### src/sv/ahc_pkg.sv
`default_nettype none

package ahc_pkg;

    // Coordinate format and CORDIC chain length.
    localparam int COORD_WIDTH = 16;
    localparam int ITERATIONS  = 16;
    localparam int TABLE_LEN   = 24;
    localparam int STAGES      = (ITERATIONS < TABLE_LEN) ? ITERATIONS : TABLE_LEN;

    // Field widths of the channels.
    localparam int OPERAND_W = 16;
    localparam int ANGLE_W   = 16;

    // Working registers: coordinates are scaled up into a 64-bit word.
    localparam int PRESCALE = 60 - COORD_WIDTH;
    localparam int WORK_W   = 64;

    // Angle accumulator in Q16 radians; 20 bits hold the widest sum.
    localparam int ZW = 20;

    localparam logic signed [ZW-1:0] HALF_PI_Q16 = 20'sd102944;
    localparam logic signed [ZW-1:0] PI_Q13      = 20'sd25736;
    localparam logic signed [ZW-1:0] ROUND_HALF  = 20'sd4;

    // Input operation codes.
    localparam logic OP_STORE_X = 1'b0;
    localparam logic OP_EVAL_Y  = 1'b1;

    // atan(2^-i) in Q16, rounded to nearest.
    localparam logic [ZW-1:0] STEP_ANGLE [TABLE_LEN] = '{
        20'd51472, 20'd30386, 20'd16055, 20'd8150, 20'd4091, 20'd2047,
        20'd1024, 20'd512, 20'd256, 20'd128, 20'd64, 20'd32,
        20'd16, 20'd8, 20'd4, 20'd2, 20'd1, 20'd0,
        20'd0, 20'd0, 20'd0, 20'd0, 20'd0, 20'd0
    };

    // One point of the vectoring chain.
    typedef struct packed {
        logic signed [WORK_W-1:0] x;
        logic signed [WORK_W-1:0] y;
        logic signed [ZW-1:0]     z;
        logic                     origin;
    } t_vec;

endpackage

`default_nettype wire

### src/sv/ahc_prep.sv
`default_nettype none

module ahc_prep import ahc_pkg::*; (
    input  wire logic                        i_clk,
    input  wire logic                        i_rst_n,
    input  wire logic                        i_adv,
    input  wire logic                        i_valid,
    input  wire logic                        i_op,
    input  wire logic signed [OPERAND_W-1:0] i_operand_value,
    output      logic                        o_valid,
    output      t_vec                        o_vec
);

    logic                          acc;
    logic signed [COORD_WIDTH-1:0] coord;
    logic signed [COORD_WIDTH-1:0] r_stored_x;
    logic signed [WORK_W-1:0]      xs;
    logic signed [WORK_W-1:0]      ys;
    t_vec                          n_vec;
    t_vec                          r_vec;
    logic                          r_valid;

    assign acc   = i_valid && i_adv;
    assign coord = i_operand_value[COORD_WIDTH-1:0];

    // Scale both coordinates into the working word.
    assign xs = $signed({{(WORK_W-COORD_WIDTH-PRESCALE){r_stored_x[COORD_WIDTH-1]}},
                         r_stored_x, {PRESCALE{1'b0}}});
    assign ys = $signed({{(WORK_W-COORD_WIDTH-PRESCALE){coord[COORD_WIDTH-1]}},
                         coord, {PRESCALE{1'b0}}});

    // A point in the left half plane is turned by a quarter turn first.
    always_comb begin
        n_vec.origin = (r_stored_x == '0) && (coord == '0);
        if (!xs[WORK_W-1]) begin
            n_vec.x = xs;
            n_vec.y = ys;
            n_vec.z = '0;
        end else if (!ys[WORK_W-1]) begin
            n_vec.x = ys;
            n_vec.y = -xs;
            n_vec.z = HALF_PI_Q16;
        end else begin
            n_vec.x = -ys;
            n_vec.y = xs;
            n_vec.z = -HALF_PI_Q16;
        end
    end

    always_ff @(posedge i_clk) begin
        if (!i_rst_n) begin
            r_stored_x <= '0;
            r_valid    <= 1'b0;
        end else begin
            if (acc && (i_op == OP_STORE_X)) begin
                r_stored_x <= coord;
            end
            if (i_adv) begin
                r_valid <= acc && (i_op == OP_EVAL_Y);
            end
        end
    end

    always_ff @(posedge i_clk) begin
        if (acc) begin
            r_vec <= n_vec;
        end
    end

    assign o_valid = r_valid;
    assign o_vec   = r_vec;

    a_store_no_result: assert property (@(posedge i_clk) disable iff (!i_rst_n)
        (acc && (i_op == OP_STORE_X)) |=> !r_valid)
        else $error("x store produced a pending evaluation");

endmodule

`default_nettype wire

### config.mk
export PLATFORM = sky130hd
export DESIGN_NAME = ahc_prep
export DESIGN_NICKNAME = d
export VERILOG_FILES = /design/src/sv/ahc_pkg.sv /design/src/sv/ahc_prep.sv
export SDC_FILE = /design/constraint.sdc
export NUM_CORES = 1
export LEC_CHECK = 0
export BUFFER_PORTS_ARGS = -buffer_cell sky130_fd_sc_hd__buf_2
export CAP_MARGIN = 30
export CORE_ASPECT_RATIO = 0.9
export CORE_MARGIN = 5
export CORE_UTILIZATION = 48
export DETAILED_ROUTE_END_ITERATION = 10
export PLACE_DENSITY = 0.83
export SLEW_MARGIN = 30
export SYNTH_ARGS = -nofsm -noshare
export SYNTH_HDL_FRONTEND = slang
export SYNTH_SLANG_ARGS = --single-unit
### constraint.sdc
create_clock -name i_clk -period 3.2 [get_ports i_clk]
set_clock_uncertainty 0.1 [all_clocks]
set_input_delay 0.16 -clock i_clk [delete_from_list [all_inputs] [get_ports i_clk]]
set_output_delay 0.16 -clock i_clk [all_outputs]
set_load 0.01 [all_outputs]
# Word-level counts from Yosys, hierarchy flattened
# Index checks and enable logic that the tools add are counted.
[totals]
input_bits = 21
mem_bits_rw = 0
rom_bits = 0
memories = 0
wordCells = 22
latchBits = 0
regBits = 166
[op_classes]
bitwise_logic = 2
muxes = 2
order_cmp = 0
n_div = 0
mul = 0
shifts = 0
n_eq_ne = 0
n_reduce_logical = 8
addsub = 2
[ops]
columns = ["cell", "count"]
rows = [
  ["143-bit two-way mux", 2],
  ["60-bit negator with 64-bit output", 2],
  ["16-bit zero test", 2],
  ["1-bit logical AND", 4],
  ["1-bit NOT", 2],
  ["2-bit AND reduction", 1],
  ["2-bit OR reduction", 1],
]

# Longest topological paths before layout
[depth]
depth_word = 3
mapped_depth = 6

# Worst setup path after synthesis
# OpenSTA, ideal clock, no wires.
[synth_timing]
path_type = "input-to-reg"
from = "input i_adv"
to = "register r_stored_x[15]"
arrival_time_ns = 2.192
n_path_buf = 2
setup_ns = 0.076
t_required_ns = 3.024
slack_ns = 0.833
cell_stages = 6
cell_sequence = "and2_1 > nor2b_1 > clkbuf_1 > clkbuf_1 > nand2_1 > a21boi_0"
[synth_between]
elab_chain_len = 2
[synth_rtl]
columns = ["item", "line", "text"]
rows = [
  ["start, declared", "ahc_prep.sv:6", "input wire logic i_adv,"],
  ["1-bit logical AND", "ahc_prep.sv:23", "assign acc = i_valid && i_adv;"],
  ["1-bit logical AND", "ahc_prep.sv:55", "if (acc && (i_op == OP_STORE_X)) begin"],
  ["end signal, assigned", "ahc_prep.sv:56", "r_stored_x <= coord;"],
  ["end, declared", "ahc_prep.sv:16", "logic signed [COORD_WIDTH-1:0] r_stored_x;"],
]
# Every way passes these cells.
# A chain may end at the register's enable or synchronous reset.

==> reports/qor.txt <==
outcome: completed
DPL Wire Length: 5660 um
# rows: 30
Core Region: 7620 um2
ant diodes: 0
CP startpoint kind: primary input
yosys warns: 0
Worst path max stage delay: 700 ps
cell types occupying the most area after synthesis: edfxtp_1, buf_4, dfxtp_1
commonest non-fill, non-tap cell in the layout: conb_1
buffers added on ports: 77
PnR worst setup slack: 914 ps
critical path's slowest cell: or4_1
area grow syn2layout: 6.45%
RSZ-0062 raised after global routing: no
Leak: 0.00172 uW
critical-path cell list: dlygate4sd3_1 > buf_2 > or4_1 > o41ai_1 > xor2_1 > a21oi_1
crit end category: flip-flop
worst path arrival time: 2250 ps
CTS tree: yes
Fmax: 437 MHz
CTS Buf Count: 9
Synth Area per Inst: 9.52 um2
clock transition at the registers of the reported paths: 70 ps
Top Family by Delay on Critical Path: simple AND/OR/NAND/NOR gates
initial antenna violation count: 0
worst endpoint required time: 3160 ps
RR Startpoint: r_stored_x[5]
Synth top area share: 0.349
Max Cap Viol: 0
CP max FO: 10
final period utilization: 0.714
Die Width: 104 um
Crit. Startpoint: i_operand_value[5]
Via Count: 2682
Placed Cells: 542
Finished Layout Cells: 561
# nets final: 483
CP Class: in -> reg
total power draw: 1870 uW
sequential area share after synthesis: 0.439
clock latency on the worst-skew pair: 340 ps
layout cells sized above 1: 0.228
worst path bufs/invs: 2
H-Tree Depth: 3
Worst Hold Class: in -> reg
Die Span Y: 94.2 um
drt drc: 0
commonest cells after routing, fill and taps aside: conb_1, buf_2, edfxtp_1
Root Driver: clkbuf_8
via-per-instance ratio: 4.78
setup_tns: 0 ps
Avg WL per Cell: 14.0 um
GRT Util Overall: 0.154
vias in the first global route: 2453
PD cells: 464 nW/um2
Cell Area, Synth: 3780 um2
largest net degree at the start of global routing: 38
Final Critical Period: 2290 ps
Pre-antenna DRT Iters: 4
Worst Max-Slew Pin Slew: 742 ps
Max Root-Sink Buffers: 2
Post-synth EDFFs: 44
routed wire length: 7880 um
total congestion overflow: 0
gate count after technology mapping: 397
Layout fillers: 692
Yosys cell types: 38
routability cong.: 0.847
Final ANT Viol Nets: 0
synthesis-stage register bit count: 61
max-slew violations: 0
Hold Startpoint: i_operand_value[10]
effective utilization at floorplan: 0.496
I/O Pins: 171
Slew headroom: 0.501
pre-CTS setup slack: 1050 ps
final hold viol count: 0
Setup Buffers After CTS: 0
FFs w/ async S/R, synth: 0
prevailing post-synth register cell: edfxtp_1
CTS sink count: 61
setup violators final: 0
DR iter-0 viols: 181
first-pass GRT wire length: 12000 um
Max rail drop VDD: 0.000169 V
Yosys top cell by area: edfxtp_1
die area: 9750 um2
==> kinds of logic after synthesis <==
kind of cell / synth area share
other: 0.000992
AOI/OAI and AO/OA: 0.127
muxes: 0.00529
and+or+nand+nor: 0.120
adders and majority gates: 0.00662
buffers and inverters: 0.240
xor gates and xnor gates: 0.0602
DFF: 0.439
==> synthesized netlist by cell type (all sizes together), types with 3 or more instances <==
cell,instances
o41ai,5
buf,107
nor2,37
clkbuf,21
a21boi,17
nor2b,3
inv,7
nor3,5
a31oi,3
dfxtp,17
xnor2,14
o31ai,4
or3,3
a21oi,32
o21ai,4
a41oi,4
xor2,12
edfxtp,44
nand2,38
==> what timing repair did <==
action,CTS,global route
gates resized for setup,0,0
hold buffers,3,0
endpoints found under the hold margin,2,0
==> worst min-delay path: stages <==
cell and delay (ps):
buf_2 130, nand2_1 50, a21boi_0 60
==> per-layer routing <==
metal | routed length [um] | vias up | part of all wire | GRT usage
met2 | 3680 | 161 | 0.47 | 0.241
met4 | 191 | 0 | 0.024 | 0.0699
met5 | 0 | - | 0 | 0
li1 | - | 1262 | - | -
met1 | 3040 | 1241 | 0.39 | 0.180
met3 | 957 | 18 | 0.12 | 0.0694
==> power by group <==
part | leakage (uW) | internal [uW] | switching, uW | total (uW)
logic | 0.00106 | 96.9 | 194 | 291
registers | 0.000558 | 888 | 20.9 | 909
clock network | 0.0000964 | 379 | 289 | 668
==> per-stage QoR <==
| step | instance area, um2 | util | hold slack [ps] |
|---|---|---|---|
| 6_report | 4030 | 0.528 | 17.8 |
| 5_1_grt | 4030 | 0.528 | 18.8 |
| 4_1_cts | 4020 | 0.528 | 5.51 |
| 3_5_place_dp | 3800 | 0.498 | 349 |
| 3_3_place_gp | 3800 | 0.498 | 336 |
| 2_1_floorplan | 4140 | - | 205 |
==> state kept, by name (all words and copies together) (netlist names) <==
register and flops:
o_vec 44, r_stored_x 16, o_valid 1
==> final timing paths <==
| check | endpoint | cells past startpoint | slack (ps) |
|---|---|---|---|
| max | o_vec[138] | 6 | 910 |
| min | r_stored_x[10] | 3 | 20 |
| max reg2reg | o_vec[78] | 4 | 1170 |
| min reg2reg | r_stored_x[14] | 2 | 400 |
==> area by class of cell <==
class	instances	area [um2]	area share
Sequential cell	61	1660	0.413
Multi-Input combinational cell	297	1580	0.392
Timing Repair Buffer	84	445	0.111
Clock buffer	12	145	0.0361
Tap cell	96	120	0.0298
Clock inverter	4	47.5	0.0118
Inverter	7	26.3	0.00653
No activity file was read; power rests on OpenSTA's default activity.
