==> src/sv/ahc_pkg.sv <==
`default_nettype none

package ahc_pkg;

    // Coordinate format and CORDIC chain length.
    localparam int COORD_WIDTH = 16;
    localparam int ITERATIONS  = 16;
    localparam int TABLE_LEN   = 24;
    localparam int STAGES      = (ITERATIONS < TABLE_LEN) ? ITERATIONS : TABLE_LEN;

    // Field widths of the channels.
    localparam int OPERAND_W = 16;
    localparam int ANGLE_W   = 16;

    // Working registers: coordinates are scaled up into a 64-bit word.
    localparam int PRESCALE = 60 - COORD_WIDTH;
    localparam int WORK_W   = 64;

    // Angle accumulator in Q16 radians; 20 bits hold the widest sum.
    localparam int ZW = 20;

    localparam logic signed [ZW-1:0] HALF_PI_Q16 = 20'sd102944;
    localparam logic signed [ZW-1:0] PI_Q13      = 20'sd25736;
    localparam logic signed [ZW-1:0] ROUND_HALF  = 20'sd4;

    // Input operation codes.
    localparam logic OP_STORE_X = 1'b0;
    localparam logic OP_EVAL_Y  = 1'b1;

    // atan(2^-i) in Q16, rounded to nearest.
    localparam logic [ZW-1:0] STEP_ANGLE [TABLE_LEN] = '{
        20'd51472, 20'd30386, 20'd16055, 20'd8150, 20'd4091, 20'd2047,
        20'd1024, 20'd512, 20'd256, 20'd128, 20'd64, 20'd32,
        20'd16, 20'd8, 20'd4, 20'd2, 20'd1, 20'd0,
        20'd0, 20'd0, 20'd0, 20'd0, 20'd0, 20'd0
    };

    // One point of the vectoring chain.
    typedef struct packed {
        logic signed [WORK_W-1:0] x;
        logic signed [WORK_W-1:0] y;
        logic signed [ZW-1:0]     z;
        logic                     origin;
    } t_vec;

endpackage

`default_nettype wire

==> src/sv/ahc_post.sv <==
`default_nettype none

module ahc_post import ahc_pkg::*; (
    input  wire logic                      i_clk,
    input  wire logic                      i_rst_n,
    input  wire logic                      i_adv,
    input  wire logic                      i_valid,
    input  wire t_vec                      i_vec,
    output      logic                      o_valid,
    output      logic signed [ANGLE_W-1:0] o_angle
);

    logic signed [ZW-1:0]   q;
    logic signed [ZW-4:0]   rq;
    logic signed [ZW-1:0]   rq_ext;
    logic signed [ANGLE_W-1:0] n_angle;
    logic signed [ANGLE_W-1:0] r_angle;
    logic                      r_valid;

    // Round Q16 to Q13: add half an output step, then floor.
    assign q      = i_vec.z + ROUND_HALF;
    assign rq     = q[ZW-1:3];
    assign rq_ext = ZW'(rq);

    always_comb begin
        priority if (i_vec.origin) begin
            n_angle = '0;
        end else if (rq_ext > PI_Q13) begin
            n_angle = PI_Q13[ANGLE_W-1:0];
        end else if (rq_ext < -PI_Q13) begin
            n_angle = ANGLE_W'(-PI_Q13);
        end else begin
            n_angle = rq_ext[ANGLE_W-1:0];
        end
    end

    always_ff @(posedge i_clk) begin
        if (!i_rst_n) begin
            r_valid <= 1'b0;
        end else if (i_adv) begin
            r_valid <= i_valid;
        end
    end

    always_ff @(posedge i_clk) begin
        if (i_adv) begin
            r_angle <= n_angle;
        end
    end

    assign o_valid = r_valid;
    assign o_angle = r_angle;

    a_angle_range: assert property (@(posedge i_clk) disable iff (!i_rst_n)
        r_valid |-> ((r_angle <= ANGLE_W'(PI_Q13)) && (r_angle >= ANGLE_W'(-PI_Q13))))
        else $error("angle outside of plus or minus pi");

endmodule

`default_nettype wire

==> config.mk <==
export PLATFORM = sky130hd
export DESIGN_NAME = ahc_post
export DESIGN_NICKNAME = d
export VERILOG_FILES = /design/src/sv/ahc_pkg.sv /design/src/sv/ahc_post.sv
export SDC_FILE = /design/constraint.sdc
export NUM_CORES = 1
export LEC_CHECK = 0
export BUFFER_PORTS_ARGS = -buffer_cell sky130_fd_sc_hd__buf_2
export CAP_MARGIN = 20
export CORE_UTILIZATION = 39
export CTS_BUF_LIST = sky130_fd_sc_hd__clkbuf_8
export DETAILED_ROUTE_END_ITERATION = 12
export PLACE_DENSITY_LB_ADDON = 0.25
export SYNTH_ARGS = -nofsm -noshare
export SYNTH_HDL_FRONTEND = slang
export SYNTH_SLANG_ARGS = --single-unit
==> constraint.sdc <==
create_clock -name i_clk -period 7.81 [get_ports i_clk]
set_input_delay 2.343 -clock i_clk [delete_from_list [all_inputs] [get_ports i_clk]]
set_output_delay 2.343 -clock i_clk [all_outputs]
set_load 0.05 [all_outputs]
* After elaboration in Yosys (flattened, before gate mapping)
Index checks and enable logic that the tools add are counted.
** Word-level totals
- Logic and storage cells :: 11
- Output and inout bits :: 17
- Flip-flop bits (word level) :: 17
** Cells by class
- Reduce and logical (&&, ||, !) cells :: 2
- $lt $le $gt $ge :: 2
- Add/subtract/negate cells :: 1
- Mux-type cells :: 2
** Operators with widths (number)
- 20-bit by 4-bit adder with 20-bit output, second input constant :: 1
- 17-bit by 16-bit > comparator with 1-bit output, second input constant :: 1
- 17-bit by 16-bit < comparator with 1-bit output, second input constant :: 1
- 16-bit two-way mux :: 1
- 15-bit two-way mux :: 1
- 3-bit OR reduction :: 1
- 2-bit OR reduction :: 1

* Depth between registers and ports, before layout
- Depth after elaboration :: 4
- Gate-level depth with buffers :: 9

* Worst setup path before layout
OpenSTA, ideal clock, no wires.
- Kind :: in2reg
- Start point :: input i_vec[3] (netlist bit)
- End point :: register r_angle[8], in the netlist o_angle[8], data pin
- Library setup time :: 255 ps
- Stages on the path :: 9
- Data required time :: 7555 ps
- Arrival time :: 4186 ps
- Slack :: 3370 ps
- Cell sequence :: ha_1 -> clkbuf_1 -> a21boi_0 -> nor4_1 -> o32a_1 -> a222oi_1 -> a211oi_2 -> o21bai_4 -> o21ba_1
** On the way
- Longest elaborated chain between the ends :: 3
- Elaborated cells on any way between the ends :: 5
- Those cells by class :: add/sub: 1; order compare: 2; mux: 1; reduce/logical: 1
** Ends and longest elaborated chain
- start: declaration :: line ahc_post.sv:8 : input wire t_vec i_vec,
- 20-bit by 4-bit adder with 20-bit output (*) :: line ahc_post.sv:21 : assign q = i_vec.z + ROUND_HALF;
- 17-bit by 16-bit < comparator with 1-bit output / 17-bit by 16-bit > comparator with 1-bit output (equally long branches) :: line ahc_post.sv:30, ahc_post.sv:28
- 16-bit two-way mux / 2-bit OR reduction (equally long branches)
- end signal: assignment :: line ahc_post.sv:47 : r_angle <= n_angle;
- end: declaration :: line ahc_post.sv:17 : logic signed [ANGLE_W-1:0] r_angle;
Every way passes the cells marked *; elsewhere a longest branch is shown, timed or not.
A chain may end at the register's enable or synchronous reset.

* Worst setup path after layout
- Start point :: input i_vec[4] (netlist bit)
- End point :: register r_angle[12], in the netlist o_angle[12], data pin
The elaborated chain is that of the path after synthesis.

==> summary.md <==
| Metric | Value |
|---|---|
| Routed vias | `around 1.4k` |
| Status | `finished clean` |
| Ant diodes | `0` |
| WP data required | `7.80 ns` |
| Area grow syn2layout | `15.8%` |
| Clock Latency Late Sink | `about 0.24 ns` |
| Commonest non-fill, non-tap cell in the layout | `buf_2` |
| Die Wd | `about 66 um` |
| Placeable Area | `3800 sq um` |
| Library cells used by synthesis | `59` |
| Syn_nets | `325` |
| Cell Rows | `22` |
| Sink Count | `17` |
| Worst-case vdd ir drop | `around 0.000060 V` |
| TritonCTS buffer count | `3` |
| Period utilization | `0.618` |
| Switching power | `0.0918 mW` |
| Setup TNS | `0 ns` |
| F_max | `207 MHz` |
| EDFF count, synth | `16` |
| Remaining global-route overflow | `0` |
| Int Power | `between 0.15 and 0.2 mW` |
| CTS clk-pin slew, worst paths | `roughly 0.060 ns` |
| Synth warn | `0` |
| Top Ports | `170` |
| Crit path max fanout | `15` |
| RSZ-0062 raised after global routing | `no` |
| # hold bufs at CTS | `0` |
| Gr usage total | `0.186` |
| CTS tree | `yes` |
| Crit path capture type | `flop` |
| Post-place instance area | `about 1800 sq um` |
| Comb power frac | `0.346` |
| Post-synthesis register bit count | `17` |
| Crit Path Category | `input pin to flop` |
| DP Cell Count | `248` |
| Share of cells above drive strength 1 | `0.284` |
| Hold Slack | `about 0.53 ns` |
| Number of global-route vias before repair | `~1.3k` |
| Clock Power Share | `0.231` |
| Most frequent cells in the layout | `buf_2, edfxtp_1, a21oi_1, nand2_1` |
| Sequential Power Share | `0.423` |
| DR vias/cell | `5.58` |
| Worst slew pin tran | `between 0.5 and 0.6 ns` |
| Root Buffer | `clkbuf_8` |
| Max Clock Skew | `0 ns` |
| Initial antenna violation count | `0` |
| Setup bufs post-CTS | `0` |
| Static Leak | `about 0.7 nW` |
| Nets@finish | `roughly 360` |
| Drt pass-1 iters | `4` |
| Class of the worst hold path | `flop to flop` |
| Post-synthesis average cell area | `around 9.3 sq um` |
| Htree depth | `1` |
| Fin area | `roughly 1800 sq um` |
| Fin crit period | `4.83 ns` |
| Synthesized instance count | `~170` |
| Finished Layout Cells | `approximately 250` |
| Die extent in y | `between 60 and 70 um` |
| DRC | `0` |
| Post-DP HPWL | `approximately 3.0 mm` |
| Drt wl/cell | `about 15 um` |
| Power density over the cells | `around 140 nW/um^2` |
| Gates resized, CTS repair | `0` |
| Antenna-violating nets left | `0` |
| Fin. Hold Viols | `0` |
| Worst rel slew slack | `0.600` |
| Max Slew Vio Count | `0` |
| Post-synth top flop | `edfxtp_1` |
| Setup Viol. Count Final | `0` |
| Netlist Area Pre-Place | `roughly 1600 sq um` |
| Global-route wire length before repair | `slightly above 6 mm` |
| 1st-iter DRT viols | `between 40 and 50` |
| GPL Wtd Cong | `between 0.8 and 0.9` |
| Switching part of the total | `0.352` |
| CP startpoint kind | `input pin` |
| Largest net degree at the start of global routing | `18` |
| Die area | `4340 sq um` |
| Total of max-cap violations | `0` |
| Initial Utilization | `0.419` |
| Total Power | `0.261 mW` |
| Maximum buffer depth of the clock tree | `2` |
| I/O Buffers | `39` |
| CP arrival | `4.82 ns` |
| Post-synthesis async set-or-reset flop share | `0` |
| Post-synthesis sequential area ratio | `0.314` |
| Final WL | `about 3.7 mm` |
registers in the layout (all words and copies together) (netlist names):
signal	flops
o_valid	1
o_angle	16
area by class of cell:
type	count	area, sq um
well taps	48	60.1
clock buffers	3	41.3
inverters	5	18.8
flip-flops and latches	17	500
clock inverters	1	3.75
multi-input cells	139	1020
fillers	363	1950
repair buffers	39	195
logic make-up after synthesis:
group,count (synthesis),share of synthesized area
buffers and inverters,15,0.0424
AO/OA/AOI/OAI,45,0.212
AND/OR/NAND/NOR,73,0.302
multiplexers,3,0.0189
XOR/XNOR,17,0.103
adder cells (fa/ha/maj),1,0.00785
flip-flops,17,0.314
worst max-delay path, cell delays in order:
cell	delay [ns]
buf_2	0.20
ha_1	0.51
nand4_1	0.16
nor4_2	0.44
mux2i_1	0.31
a21oi_1	0.14
a211oi_4	0.37
or2_1	0.24
a21oi_1	0.10
final timing paths:
check / cells after the start / start / slack (ns) / endpoint
hold reg to reg: 2 / o_valid / 0.53 / o_valid
setup / recovery: 9 / i_vec[4] / 2.98 / o_angle[12]
setup reg to reg: 2 / o_valid / 7.22 / o_valid
hold / removal: 2 / o_valid / 0.53 / o_valid
power by group through the flow:
stage	logic (mW)	clock network, mW	registers [mW]
2_1_floorplan	0.0369	0	0.141
3_3_place_gp	0.0903	0	0.112
3_5_place_dp	0.0903	0	0.112
4_1_cts	0.0907	0.0612	0.110
5_1_grt	0.0967	0.0652	0.111
6_report	0.0902	0.0603	0.110
cell usage after synthesis, types with 3 or more instances:
| library cell | number | area [sq um] |
|---|---|---|
| and3_1 | 3 | 18.8 |
| nand3_1 | 10 | 50.1 |
| nor2_1 | 10 | 37.5 |
| clkbuf_1 | 3 | 11.3 |
| nor3_1 | 6 | 30.0 |
| a21oi_1 | 14 | 70.1 |
| nand4_1 | 3 | 18.8 |
| nor4_1 | 3 | 18.8 |
| edfxtp_1 | 16 | 480 |
| xor2_1 | 7 | 61.3 |
| a2bb2oi_1 | 3 | 26.3 |
| inv_1 | 5 | 18.8 |
| mux2i_1 | 3 | 30.0 |
| o21ai_0 | 4 | 20.0 |
| nand2_1 | 12 | 45.0 |
| nand2b_1 | 3 | 18.8 |
| buf_2 | 6 | 30.0 |
| xnor2_1 | 8 | 70.1 |
per-layer routing:
| metal | vias to the layer above | wire length, um | part of all wire | global-route usage |
|---|---|---|---|---|
| met4 | 0 | 56 | 0.015 | 0.0761 |
| met5 | - | 0 | 0 | 0 |
| met1 | 646 | 1700 | 0.45 | 0.245 |
| li1 | 715 | - | - | - |
| met2 | 38 | 1870 | 0.50 | 0.310 |
| met3 | 6 | 114 | 0.030 | 0.0155 |
through the flow:
stage | setup slack (ns) | utilization
detailed placement | 2.74 | 0.474
global placement | 2.71 | 0.474
global route | 2.66 | 0.486
finish | 2.98 | 0.486
CTS | 2.98 | 0.486
floorplan | 3.37 | -
Note: power is estimated with default switching activity, not from simulation.
